===== config.mk =====
export PLATFORM = sky130hd
export DESIGN_NAME = bale_cell
export DESIGN_NICKNAME = d
export VERILOG_FILES = /design/src/rtl/bale_pkg.sv /design/src/rtl/bale_cell.sv
export SDC_FILE = /design/constraint.sdc
export NUM_CORES = 1
export LEC_CHECK = 0
export ABC_CLOCK_PERIOD_IN_PS = 9600
export BUFFER_PORTS_ARGS = -buffer_cell sky130_fd_sc_hd__buf_4
export CORE_UTILIZATION = 46
export DETAILED_ROUTE_END_ITERATION = 10
export GPL_TIMING_DRIVEN = 0
export HOLD_SLACK_MARGIN = 0.05
export PLACE_DENSITY = 0.88
export SETUP_SLACK_MARGIN = 0.1
export SYNTH_ARGS = -nofsm -noshare
export SYNTH_HDL_FRONTEND = slang
export SYNTH_SLANG_ARGS = --single-unit

===== constraint.sdc =====
create_clock -name i_clk -period 9.6 [get_ports i_clk]
set_input_delay 0.48 -clock i_clk [delete_from_list [all_inputs] [get_ports i_clk]]
set_output_delay 0.48 -clock i_clk [all_outputs]
set_load 0.02 [all_outputs]

===== src/rtl/bale_pkg.sv =====
package bale_pkg;

    localparam int BALE_DEPTH      = 64;
    localparam int BALE_DATA_WIDTH = 32;
    localparam int FUNC_W          = 3;
    localparam int POS_W           = 7;
    localparam int CAP_W           = 7;
    localparam int CAP_RESET       = 64;

    localparam logic [FUNC_W-1:0] FUNC_APPEND  = 3'd0;
    localparam logic [FUNC_W-1:0] FUNC_INSERT  = 3'd1;
    localparam logic [FUNC_W-1:0] FUNC_DELETE  = 3'd2;
    localparam logic [FUNC_W-1:0] FUNC_REVERSE = 3'd3;
    localparam logic [FUNC_W-1:0] FUNC_SORT    = 3'd4;

    typedef enum logic [2:0] {
        CELL_HOLD,
        CELL_WRITE,
        CELL_INSERT,
        CELL_DELETE,
        CELL_TAG,
        CELL_SORT,
        CELL_REV
    } t_cell_op;

    typedef struct packed {
        t_cell_op op;
        logic     parity;
    } t_cell_ctl;

endpackage


===== src/rtl/bale_cell.sv =====
module bale_cell
    import bale_pkg::*;
#(
    parameter int DEPTH      = BALE_DEPTH,
    parameter int DATA_WIDTH = BALE_DATA_WIDTH,
    parameter int INDEX      = 0,
    localparam int IDX_W     = (DEPTH > 1) ? $clog2(DEPTH) : 1,
    localparam int CNT_W     = $clog2(DEPTH + 1)
) (
    input  logic                  i_clk,
    input  t_cell_ctl             i_ctl,
    input  logic [IDX_W-1:0]      i_k,
    input  logic [CNT_W-1:0]      i_count,
    input  logic [DATA_WIDTH-1:0] i_value,
    input  logic [DATA_WIDTH-1:0] i_left_data,
    input  logic [IDX_W-1:0]      i_left_tag,
    input  logic                  i_left_swap,
    input  logic [DATA_WIDTH-1:0] i_right_data,
    input  logic [IDX_W-1:0]      i_right_tag,
    output logic [DATA_WIDTH-1:0] o_data,
    output logic [IDX_W-1:0]      o_tag,
    output logic                  o_swap,
    output logic [DATA_WIDTH-1:0] o_pick
);

    localparam logic PAR = ((INDEX % 2) == 1);

    logic [DATA_WIDTH-1:0] r_data;
    logic [DATA_WIDTH-1:0] n_data;
    logic [IDX_W-1:0]      r_tag;
    logic [IDX_W-1:0]      n_tag;
    logic                  is_k;
    logic                  above_k;
    logic                  lower;
    logic                  upper;
    logic                  cmp;

    assign is_k    = (i_k == IDX_W'(INDEX));
    assign above_k = (i_k < IDX_W'(INDEX));
    assign lower   = (i_ctl.parity == PAR) && (CNT_W'(INDEX + 1) < i_count);
    assign upper   = (INDEX > 0) && (i_ctl.parity != PAR);

    always_comb begin
        case (i_ctl.op)
            CELL_SORT: cmp = ($signed(r_data) > $signed(i_right_data));
            CELL_REV:  cmp = (r_tag < i_right_tag);
            default:   cmp = 1'b0;
        endcase
    end

    assign o_swap = lower && cmp;

    always_comb begin
        n_data = r_data;
        n_tag  = r_tag;
        unique case (i_ctl.op)
            CELL_WRITE: begin
                if (is_k) n_data = i_value;
            end
            CELL_INSERT: begin
                if (is_k) n_data = i_value;
                else if (above_k) n_data = i_left_data;
            end
            CELL_DELETE: begin
                if (is_k || above_k) n_data = i_right_data;
            end
            CELL_TAG: begin
                n_tag = IDX_W'(INDEX);
            end
            CELL_SORT, CELL_REV: begin
                if (o_swap) begin
                    n_data = i_right_data;
                    n_tag  = i_right_tag;
                end else if (upper && i_left_swap) begin
                    n_data = i_left_data;
                    n_tag  = i_left_tag;
                end
            end
            default: begin
            end
        endcase
    end

    always_ff @(posedge i_clk) begin
        r_data <= n_data;
        r_tag  <= n_tag;
    end

    assign o_data = r_data;
    assign o_tag  = r_tag;
    assign o_pick = is_k ? r_data : '0;

endmodule


# Word-level counts from Yosys, hierarchy flattened
# Index checks and enable logic that the tools add are counted.
# word_totals
in_bits	127
register_bits	38
output_inout_bits	71
wordCells	36
# classes
order_cmp	4
n_mux	10
bitwise	1
reduce_logical	9
eq_ne	10
# ops
cell	n
32-bit two-way mux	6
32-bit one-hot mux with 4 select lines	1
32-bit > comparator	1
6-bit one-hot mux with 2 select lines	1
3-bit == test, second input constant	3
1-bit by 7-bit less-than comparator with 1-bit output, first input constant	1
3-bit by 2-bit == test with 1-bit output, second input constant	2
6-bit logical NOT	1
6-bit by 1-bit less-than comparator with 1-bit output, second input constant	1
6-bit less-than comparator	1
6-bit two-way mux	1
2-bit != test, second input constant	3
5-bit AND reduction	1
4-bit nonzero test	1
3-bit by 1-bit == test with 1-bit output, second input constant	1
3-bit != test, second input constant	1
1-bit logical AND	2
1-bit one-hot mux with 2 select lines	1
2-bit AND reduction	1
2-bit nonzero test	1
2-bit OR reduction	1
1-bit logical OR	1
1-bit NOT	1

# Depth between registers and ports, before layout
# logic_depth
depth_word	5
depth_mapped	9
depth_no_buf	8

# Worst setup path before layout
# OpenSTA, ideal clock, no wires.
# synth_path
kind	register to register
start	reg r_data[18], in the netlist o_data[18]
end	reg r_data[0], in the netlist o_data[0], enable pin
path_slack_ps	6048
path_buffers	0
required_time_ps	9179
setup_time_ps	421
period_less_slack_ps	3552
path_stages_with_launch	8
arrival_ps	3131
cell_sequence	edfxtp_1 -> ha_1 -> a211oi_1 -> a211oi_1 -> nor3_1 -> o31ai_4 -> a22o_1 -> nor2_1
# synth_via
elab_chain_len	5
# synth_rtl
item	line_no	text
start: declaration	bale_cell.sv:28	logic [DATA_WIDTH-1:0] r_data;
start signal: assignment	bale_cell.sv:85	r_data <= n_data;
32-bit > comparator	bale_cell.sv:45	CELL_SORT: cmp = ($signed(r_data) > $signed(i_right_data));
1-bit one-hot mux with 2 select lines	bale_cell.sv:44	case (i_ctl.op)
1-bit logical AND	bale_cell.sv:51	assign o_swap = lower && cmp;
2-bit != test (no source line)	n/a	
5-bit AND reduction (no source line)	n/a	
# No other way between the ends.
# A chain may end at the register's enable or synchronous reset.

# Worst setup path after layout
# layout_path
start	reg r_data[31], in the netlist o_data[31]
end	out o_swap
# layout_via
elab_chain_len	3
# layout_rtl
item	line_no	text
32-bit > comparator	bale_cell.sv:45	
1-bit one-hot mux with 2 select lines	bale_cell.sv:44	
1-bit logical AND	bale_cell.sv:51	
end: declaration	bale_cell.sv:22	output logic o_swap,
# No other way between the ends.

==> metrics.md <==
| Metric | Value |
|---|---|
| Routed via count | 2925 |
| Gr usage total | 0.253 |
| CP max stage delay | 450 ps |
| GRT overflow | 0 |
| Synth top area share | 0.393 |
| Peak VDD IR | 0.0000646 V |
| Post-synthesis cell count | 313 |
| Count of final setup violators | 0 |
| P_leak | 2.10 nW |
| Worst-path clk slew | 80 ps |
| First-pass GRT wire length | 12.6 mm |
| I/O pin cnt | 198 |
| Post-synthesis sequential area ratio | 0.393 |
| Sequential Area | 1140 µm² |
| Syn Std Cell Area | 2900 µm² |
| Crit start category | flip-flop |
| Most crowded layer after global routing | met2 |
| Initial core utilization | 0.484 |
| Synthesis warning total | 0 |
| Nets | 639 |
| CTS Root Cell | clkbuf_8 |
| Worst hold start | i_value[22] |
| Hold Fails Final Rpt | 0 |
| CTS sink cnt | 38 |
| H-Tree Depth | 2 |
| Worst R2R Start | o_data[31] |
| RSZ-0062 raised after global routing | no |
| Crit path capture type | output pin |
| 1st-pass router iterations | 4 |
| Crit-path slowest cell | nor4_2 |
| Post-layout min period | 3060 ps |
| Final WS setup | 6540 ps |
| DR vias/cell | 5.32 |
| Cell count of the worst reg-to-reg path | 8 |
| Final Max Tran Viols | 0 |
| Final clock period utilization by the worst path | 0.318 |
| DRC viols | 0 |
| Post-CTS Setup Bufs | 0 |
| WHS | 470 ps |
| R2R Path End | o_data[1] |
| GP Congestion | 0.813 |
| Die ar. | 6630 µm² |
| N_diodes | 0 |
| Starting DRT DRC Count | 79 |
| Setup TNS | 0 ps |
| Number of global-route vias before repair | 2747 |
| Top FF cell, synth | edfxtp_1 |
| Antenna Nets Post-Route | 0 |
| Grt met3 use | 0.0478 |
| Worst Path Required | 9120 ps |
| Most frequent CP cell | a31oi_1 |
| Post-synth cell types | 45 |
| Worst Hold End | o_data[22] |
| EDFF count, synth | 38 |
| DP Worst Slack | 6400 ps |
| Syn_area_per_cell | 9.27 µm² |
| Worst min path class | in2reg |
| Fraction of layout cells with a size suffix above 1 | 0.373 |
| Synthesis-to-finish area growth | 46.3% |
| Core ar. | 5990 µm² |
| Syn Nets | 477 |
| Async SR Flop Fraction | 0 |
| Largest buffer count on any clock path | 2 |
| Kind of critical path | reg2out |
| Mean routed wirelength per cell | 15.0 µm |
| Worst-Skew Late Latency | 280 ps |
| Rel. slew slack | 0.366 |
| CTS tree | yes |
| Die Y | 81.4 µm |
| Critical-path maximum fanout | 10 |
| Fill cells | 481 |
| Post-CTS Resized | 0 |
| Final WL | 8.25 mm |
| PD cells | 97.4 nW/µm² |
| Worst-Margin Slew | 949 ps |
| GR Layer Usage met1 | 0.286 |
| Setup Skew | 7.68 ps |
| Seq cells post-synth | 38 |
| Largest cells by area after synthesis | edfxtp_1, ha_1, and2_1 |
| CTS Hold Bufs | 0 |
| Multi-input logic area | 1570 µm² |
| GR Layer Usage met2 | 0.479 |
| Arrival time at the worst endpoint | 2580 ps |
| Outcome | finished, final reports clean |
| HPWL after DPL | 6.66 mm |
| I/O Buffers | 155 |
| Initial antenna violation count | 0 |
| WHS Path Cells | 3 |
| TritonCTS buffer count | 5 |
| Largest net degree at the start of global routing | 33 |
| Post-synth top area cell | edfxtp_1 |
| Fmax | 0.327 GHz |
| Max Cap Violations | 0 |
| Crit-path cells | ha_1, buf_6, nand4_4, nor4_2, a31oi_1, a31oi_1, o221ai_1, buf_4 |
| Worst R2R Setup Slack | 6610 ps |
| Rows | 28 |
| DIE WIDTH | 81.4 µm |
-- cell usage in the layout, fill, tap and decap left out, types with 3 or more instances in the layout --
| cell type | netlist | routed |
|---|---|---|
| edfxtp_1 | 38 | 38 |
| buf_4 | 0 | 155 |
| nor2_1 | 13 | 12 |
| nand2_1 | 36 | 36 |
| inv_1 | 39 | 39 |
| clkbuf_8 | 0 | 5 |
| a21oi_1 | 13 | 13 |
| nor4_1 | 3 | 3 |
| and2_1 | 30 | 30 |
| o21ai_0 | 34 | 34 |
| nand3_1 | 6 | 6 |
| nand2b_1 | 4 | 4 |
| clkbuf_1 | 9 | 9 |
| and3_1 | 6 | 6 |
| nand4_1 | 7 | 7 |
| ha_1 | 37 | 37 |
| a211oi_1 | 3 | 3 |
-- worst max-delay path by stage --
stage	from	endpoint	slack [ps]	depth (start not counted)
after floorplan	o_data[18]	o_data[0]	6050	7
after global placement	i_right_data[31]	o_data[18]	5060	9
after detailed placement	i_right_data[31]	o_data[14]	6400	9
after CTS	o_data[31]	o_swap	6540	8
after global routing	o_data[31]	o_swap	6390	8
final	o_data[31]	o_swap	6540	8
-- per-stage QoR --
step           area, µm²  instances  utilization  power, mW
2_1_floorplan       2900        313            -      0.258
3_3_place_gp        4160        543        0.694      0.304
3_5_place_dp        4170        543        0.695      0.310
4_1_cts             4250        550        0.709      0.413
5_1_grt             4250        550        0.709      0.436
6_report            4250        550        0.709      0.414
-- metal layers --
| layer | wire, µm | vias up | share of wire |
|---|---|---|---|
| li1 | - | 1424 | - |
| met1 | 3190 | 1366 | 0.39 |
| met2 | 4450 | 121 | 0.54 |
| met3 | 493 | 14 | 0.060 |
| met4 | 116 | 0 | 0.014 |
| met5 | 0 | - | 0 |
-- cells in the mapped netlist, types with 3 or more instances --
| master | count |
|---|---|
| a211oi_1 | 3 |
| a21oi_1 | 13 |
| and2_1 | 30 |
| and3_1 | 6 |
| clkbuf_1 | 9 |
| edfxtp_1 | 38 |
| ha_1 | 37 |
| inv_1 | 39 |
| nand2_1 | 36 |
| nand2b_1 | 4 |
| nand3_1 | 6 |
| nand4_1 | 7 |
| nor2_1 | 13 |
| nor4_1 | 3 |
| o21ai_0 | 34 |
-- flip-flops by register name, indices dropped and copies added, names as in the netlist --
signal	cells
o_data	32
o_tag	6
-- power by group --
group	leakage [nW]	internal (mW)	switching, mW
combinational	1.71	0.0527	0.0581
sequential	0.351	0.192	0.00382
clock	0.0438	0.0489	0.0578
-- area by class of cell --
| cell class | count | area share |
|---|---|---|
| tap | 75 | 0.0221 |
| sequential | 38 | 0.269 |
| multi-input combinational | 224 | 0.369 |
| inverter | 39 | 0.0345 |
| clock buffer | 5 | 0.0162 |
| clock inverter | 2 | 0.00236 |
| timing repair buffer | 155 | 0.274 |
| buffer | 12 | 0.0130 |
-- kinds of logic after synthesis --
group,count (synthesis),share of synthesized area
xor+xnor,2,0.00604
fa+ha+maj,37,0.160
mux,1,0.00388
simple gates,115,0.216
flops,38,0.393
buf+inv,51,0.0694
compound gates,69,0.152
-- worst max-delay path: cells and delay by family (launching register included) --
family	cells	cell delay (ps)
AOI/OAI and AO/OA	3	650
and+or+nand+nor	2	590
DFF	1	420
adders and majority gates	1	320
buffers and inverters	2	320
Power figures use the tool's default switching activity.
